===== config.mk =====
export PLATFORM = sky130hd
export DESIGN_NAME = lswc_muldiv
export DESIGN_NICKNAME = d
export VERILOG_FILES = /design/src/sv/lswc_pkg.sv /design/src/sv/lswc_muldiv.sv
export SDC_FILE = /design/constraint.sdc
export NUM_CORES = 2
export LEC_CHECK = 0
export ABC_AREA = 1
export BUFFER_PORTS_ARGS = -buffer_cell sky130_fd_sc_hd__buf_2
export CORE_UTILIZATION = 55
export DETAILED_ROUTE_END_ITERATION = 10
export PLACE_DENSITY = 0.71
export SLEW_MARGIN = 20
export SYNTH_ARGS = -nofsm -noshare
export SYNTH_HDL_FRONTEND = slang
export SYNTH_SLANG_ARGS = --single-unit

===== constraint.sdc =====
create_clock -name clk -period 7.9 [get_ports clk]
set_input_delay 0.79 -clock clk [delete_from_list [all_inputs] [get_ports clk]]
set_output_delay 0.79 -clock clk [all_outputs]
set_load 0.005 [all_outputs]

===== src/sv/lswc_pkg.sv =====
package lswc_pkg;

  // Region code bits of an endpoint against the window.
  localparam logic [3:0] CODE_LEFT  = 4'h1;
  localparam logic [3:0] CODE_RIGHT = 4'h2;
  localparam logic [3:0] CODE_BELOW = 4'h4;
  localparam logic [3:0] CODE_ABOVE = 4'h8;

  typedef enum logic [1:0] {
    CFG_XMIN = 2'd0,
    CFG_XMAX = 2'd1,
    CFG_YMIN = 2'd2,
    CFG_YMAX = 2'd3
  } cfg_idx_t;

endpackage


===== src/sv/lswc_muldiv.sv =====
module lswc_muldiv import lswc_pkg::*; #(
  parameter int MB = 17,
  parameter int SB = 8
) (
  input  logic                 clk,
  input  logic                 rst,
  input  logic                 en,
  input  logic                 in_valid,
  input  logic [SB-1:0]        in_sb,
  input  logic signed [MB-1:0] p,
  input  logic signed [MB-1:0] d,
  input  logic signed [MB-1:0] q,
  output logic                 out_valid,
  output logic [SB-1:0]        out_sb,
  output logic signed [MB-1:0] quo
);

  // trunc(p * d / q) for |p| < |q|: one multiply stage, then one quotient
  // bit per stage. The remainder starts at the high half of the product,
  // which is below the divisor, so MB quotient bits suffice.
  logic          v  [0:MB];
  logic [MB-1:0] rm [0:MB];
  logic [MB-1:0] lo [0:MB];
  logic [MB-1:0] dv [0:MB];
  logic          ng [0:MB];
  logic [SB-1:0] sb [0:MB];

  logic [MB-1:0]   ma, mb, mq;
  logic [2*MB-1:0] prod;

  assign ma   = p[MB-1] ? MB'(-p) : MB'(p);
  assign mb   = d[MB-1] ? MB'(-d) : MB'(d);
  assign mq   = q[MB-1] ? MB'(-q) : MB'(q);
  assign prod = ma * mb;

  always_ff @(posedge clk) begin
    if (rst) begin
      v[0] <= 1'b0;
    end else if (en) begin
      v[0] <= in_valid;
    end
    if (en) begin
      rm[0] <= prod[2*MB-1:MB];
      lo[0] <= prod[MB-1:0];
      dv[0] <= mq;
      ng[0] <= p[MB-1] ^ d[MB-1] ^ q[MB-1];
      sb[0] <= in_sb;
    end
  end

  for (genvar i = 1; i <= MB; i++) begin : g_step
    logic [MB:0] r2, diff;
    logic        ge;
    assign r2   = {rm[i-1], lo[i-1][MB-1]};
    assign diff = r2 - {1'b0, dv[i-1]};
    assign ge   = r2 >= {1'b0, dv[i-1]};

    always_ff @(posedge clk) begin
      if (rst) begin
        v[i] <= 1'b0;
      end else if (en) begin
        v[i] <= v[i-1];
      end
      if (en) begin
        rm[i] <= ge ? diff[MB-1:0] : r2[MB-1:0];
        lo[i] <= {lo[i-1][MB-2:0], ge};
        dv[i] <= dv[i-1];
        ng[i] <= ng[i-1];
        sb[i] <= sb[i-1];
      end
    end
  end

  assign out_valid = v[MB];
  assign out_sb    = sb[MB];
  assign quo       = ng[MB] ? -$signed(lo[MB]) : $signed(lo[MB]);

endmodule


=== Yosys cells after proc, flatten, opt, wreduce, memory -nomap -nowiden ===
Memories as Yosys holds them, arrays and structs flattened.
Cells that the tools add are included.

* $add $sub $neg: 21
* Multiply operators: 1
* Divide/modulo/power cells: 0
* $lt $le $gt $ge: 17
* Eq/ne operators: 0
* Shift operators: 0
* Multiplexer cells: 45
* Bitwise gates (word level): 20
* Reduce and logical (&&, ||, !) cells: 0

{| class="wikitable"
|+ Operators by type and width
! operator !! number
|-
| $mux 17 || 21
|-
| $ge 18x17->1 || 17
|-
| $sub 17x17->17 || 17
|-
| $neg 17->17 || 4
|-
| $mul 17x17->34 || 1
|-
| $mux 1 || 24
|-
| $or 1x1->1 || 18
|-
| $xor 1x1->1 || 2
|}

* Flip-flop bits (word level): 0
* Bits in latches: 0
* RAM bits: 1098
* Bits in read-only memories: 0
* Bits of input ports: 63
* Word-level logic and storage cells: 110
* Memories kept: 6

{| class="wikitable"
|+ Memory list
! name !! depth !! width !! rd ports !! clocked after Yosys merged registers in !! wr ports !! RTL line !! RTL
|-
| dv || 18 || 17 || 17 || 0 || 18 || lswc_muldiv.sv:24 || <nowiki>logic [MB-1:0] dv [0:MB];</nowiki>
|-
| lo || 18 || 17 || 18 || 0 || 18 || lswc_muldiv.sv:23 || <nowiki>logic [MB-1:0] lo [0:MB];</nowiki>
|-
| rm || 18 || 17 || 17 || 0 || 18 || lswc_muldiv.sv:22 || <nowiki>logic [MB-1:0] rm [0:MB];</nowiki>
|-
| sb || 18 || 8 || 18 || 0 || 18 || lswc_muldiv.sv:26 || <nowiki>logic [SB-1:0] sb [0:MB];</nowiki>
|-
| ng || 18 || 1 || 18 || 0 || 18 || lswc_muldiv.sv:25 || <nowiki>logic ng [0:MB];</nowiki>
|-
| v || 18 || 1 || 18 || 0 || 18 || lswc_muldiv.sv:21 || <nowiki>logic v [0:MB];</nowiki>
|}

=== Longest topological paths before layout ===
* Word-level depth: 4
* Gate-level depth with buffers: 34
* Gate-level depth less buffers: 32

=== Worst setup path after synthesis ===
No wires, ideal clock.

* Path kind: input to register
* Start: in p[0]
* End: mem rm[0][14], data pin
* Arrival time: 6.480 ns
* Slack: 1.168 ns
* Stages: 29
* Path buffers: 2
* Path through: inv_2 -> clkbuf_1 -> ha_1 -> nand3_1 -> nor2_1 -> nand2_1 -> nor2_1 -> o21ai_0 -> nand2_1 -> buf_4 -> nand2_1 -> fa_1 -> inv_1 -> fa_1 -> fa_1 -> fa_1 -> fa_1 -> inv_1 -> fa_1 -> inv_1 -> ha_1 -> nand2_1 -> inv_1 -> a21oi_1 -> nand2_1 -> a21oi_1 -> nand2_1 -> nand2_1 -> nand2_1

{| class="wikitable"
|+ RTL lines
! what !! RTL line !! RTL
|-
| from (decl) || lswc_muldiv.sv:10 || <nowiki>input logic signed [MB-1:0] p,</nowiki>
|-
| to (decl) || lswc_muldiv.sv:22 ||
|}

==> flow_summary.ini <==
[outcome]
outcome = finished with violations
violations = design-rule violations

[clock_network]
cts_tree = yes
ctsLongestPathBuffers = 3
numClockSinks = 1064
clkTransAtPathRegs_ns = 0.06
ctsResizeCount = 0
clock_latency_ns = 0.75
h-tree-depth = 3
holdBufCountCts = 0
clockRootBuffer = clkbuf_16
post_cts_buffers = 0
cts_buffers = 111

[pwr]
combPwrFrac = 0.552
pwr-share-seq = 0.284
ir_worst_vdd_mv = 0.465
p_leak_uw = 0.0373
p_int_uw = 17200
power_uw = 31700
p_per_area_mw_per_mm2 = 426
power_frac_clock = 0.164
power_switching_uw = 14500
swShare = 0.458

[die]
ios = 89
start_util = 0.554
num_rows = 129
core_area_mm2 = 0.124
dieArea_mm2 = 0.126
die_h_um = 355
die_w_um = 355

[layout]
register_area_mm2 = 0.0320
nFillCells = 10600
nets = 8665
layout-drive-gt1-share = 0.0698
diodes = 0
syn_to_final_growth_pct = 8.43
multi_input_area_mm2 = 0.0298
layout.cells.non_filler = 9686
final_cell_area_mm2 = 0.0744
finalCoreUtilization = 0.601

[sta]
skew_ns = 0.0540
hold_violations = 0
drv_slew = 0
finalSetupViolCount = 0
fmax_ghz = 0.143
fin_setup_tns_ns = 0
rsz0062_at_grt = false
slew_headroom = 0.275
period_needed_ns = 7.00
finalCritPeriodShare = 0.886
worst_pin_slew_ns = 1.09

[global_route]
grt_first_pass_wirelength_um = 251000
grt_overflow = 0
gr-usage-all-layers = 0.250
grt_max_degree = 192
grt_pass1_vias = 48100
antenna_found_initial = 0

[logic_synthesis]
muxShareOfSynthArea = 0
ys_ff_latch = 1064
yosys.area.top_type = edfxtp_1
synth_cell_types = 53
synth.most_common_cell = nand2_1
ys_seq_area_frac = 0.466
synthArstFlopShare = 0
synth_ff_type = edfxtp_1
synth_top_family_by_area = simple AND/OR/NAND/NOR gates
yosys.area_share.adder = 0.143
syn_inst = 7819
syn_area_mm2 = 0.0686
synthTopCellsByArea = edfxtp_1 47%, nand2_1 14%, inv_1 8.9%
synth_edf_count = 1064
synth_warnings = 0
synth_simple_gate_area_frac = 0.251
synth_compound_area_frac = 0.0193
syn-mean-instance-area_um2 = 8.78
synth_top_area_share = 0.466
synth_xor_area_frac = 0.0213
syn_nets = 8523
synthTopCellsByCount = 2,624 x nand2_1, 1,634 x inv_1, 1,064 x edfxtp_1

[detailed_routing]
drc = 17
vias_per_cell = 5.10
num_vias = 49400
dr.pass1.iters = 9
initialDrtViolationCount = 4014
post_drt_wl_per_cell_um = 16.1
routed_wl_um = 156000
detail-route-antenna-nets = 0

[setup_path]
crit_path_end_kind = register
path_class = input pin to register
start_kind = input pin
crit_fanout = 15
r2r_slack_ns = 5.02
reg2reg_depth = 10
r2r-start = dv[7][0]
reg2reg_to = rm[8][16]
critical_path_required_ns = 8.37
cp.arrival_ns = 7.47

[placement]
place_congestion = 0.934
placed_area_mm2 = 0.0708
place_inst = 9485
dp_hpwl_um = 120000
port_buffers = 88

[hold_path]
hold_class = input pin to register
min_from = in_sb[1]
worstHoldPathCells = 1
holdPathEnd = sb[0][1]

[flow_run]
max_cap_violations = 0
## state kept, by name, indices dropped and copies added (netlist names)
register / cells
lo: 306
rm: 289
v: 18
ng: 18
dv: 289
sb: 144
## cells in the final DEF (no fill, tap or decap), drive strengths merged, types with 2 or more instances in the layout
| cell | Yosys | routed |
|---|---|---|
| bufinv | 0 | 11 |
| nand3 | 557 | 557 |
| clkinvlp | 0 | 8 |
| buf | 85 | 121 |
| o2111ai | 2 | 2 |
| ha | 401 | 401 |
| xor2 | 123 | 123 |
| inv | 1652 | 1662 |
| and3 | 9 | 9 |
| nand2 | 2726 | 2726 |
| or2 | 32 | 32 |
| nor2 | 439 | 439 |
| nand4 | 84 | 84 |
| clkbuf | 7 | 121 |
| o21bai | 5 | 5 |
| a31oi | 3 | 3 |
| o21ai | 39 | 39 |
| clkinv | 1 | 52 |
| nor4 | 5 | 5 |
| nor3 | 46 | 46 |
| o21a | 6 | 6 |
| fa | 240 | 240 |
| edfxtp | 1064 | 1064 |
| nand3b | 13 | 13 |
| xnor2 | 40 | 40 |
| a21oi | 187 | 187 |
| and2 | 49 | 49 |
## cell type report
type                    instances  share of cell area
well taps                    1637              0.0275
clock inverters                80              0.0112
multi-input cells            5010               0.401
flip-flops and latches       1064               0.429
inverters                    1653              0.0834
repair buffers                121              0.0101
clock buffers                 121              0.0378
## cell families after synthesis
family          after synthesis
xor+xnor                    163
fa+ha+maj                   641
buf+inv                    1745
flops                      1064
compound gates              245
simple gates               3961
## per-layer routing
metal | vias to the layer above | GRT usage | share of wire
li1 | 24800 | - | -
met1 | 23200 | 0.335 | 0.44
met2 | 1212 | 0.423 | 0.48
met3 | 233 | 0.0307 | 0.049
met4 | 0 | 0.0838 | 0.030
met5 | - | 0 | 0
## worst max-delay path by stage
stage / from / endpoint / slack (ns) / depth (start not counted)
final: p[0] / rm[0][11] / 0.90 / 28
after global routing: p[0] / rm[0][11] / 0.59 / 28
after CTS: p[0] / rm[0][11] / 0.94 / 28
after detailed placement: p[0] / rm[0][11] / 0.19 / 28
after global placement: p[0] / rm[0][11] / 0.33 / 28
after floorplan: p[0] / rm[0][14] / 1.17 / 29
## metrics by stage
step	hold slack [ns]	worst slack [ns]
final	0.220	0.898
after global routing	0.178	0.586
after CTS	0.162	0.941
after detailed placement	0.405	0.187
after global placement	0.400	0.331
after floorplan	0.400	1.17
## power by group through the flow
stage	registers [uW]	clock network [uW]	logic (uW)
floorplan	8720	0	13400
global placement	9100	0	17200
detailed placement	9110	0	17400
CTS	9010	5330	17500
global route	9110	5540	20100
finish	9010	5200	17500
## worst max-delay path, cell delays in order
cell,delay (ns)
buf_2,0.15
inv_2,0.25
ha_1,0.24
nand3_1,0.15
nor3_2,0.25
nand3_1,0.14
nand3_1,0.09
nand2_1,0.38
inv_1,0.24
nor2_1,0.09
fa_1,0.54
inv_1,0.06
fa_1,0.50
fa_1,0.51
inv_1,0.05
fa_1,0.47
fa_1,0.55
inv_1,0.05
fa_1,0.53
inv_1,0.04
ha_1,0.37
nand2_1,0.13
nor2_1,0.25
inv_1,0.07
o21bai_1,0.30
nand2_1,0.12
nand4_1,0.09
nand2_1,0.05
No activity file was read; power rests on OpenSTA's default activity.
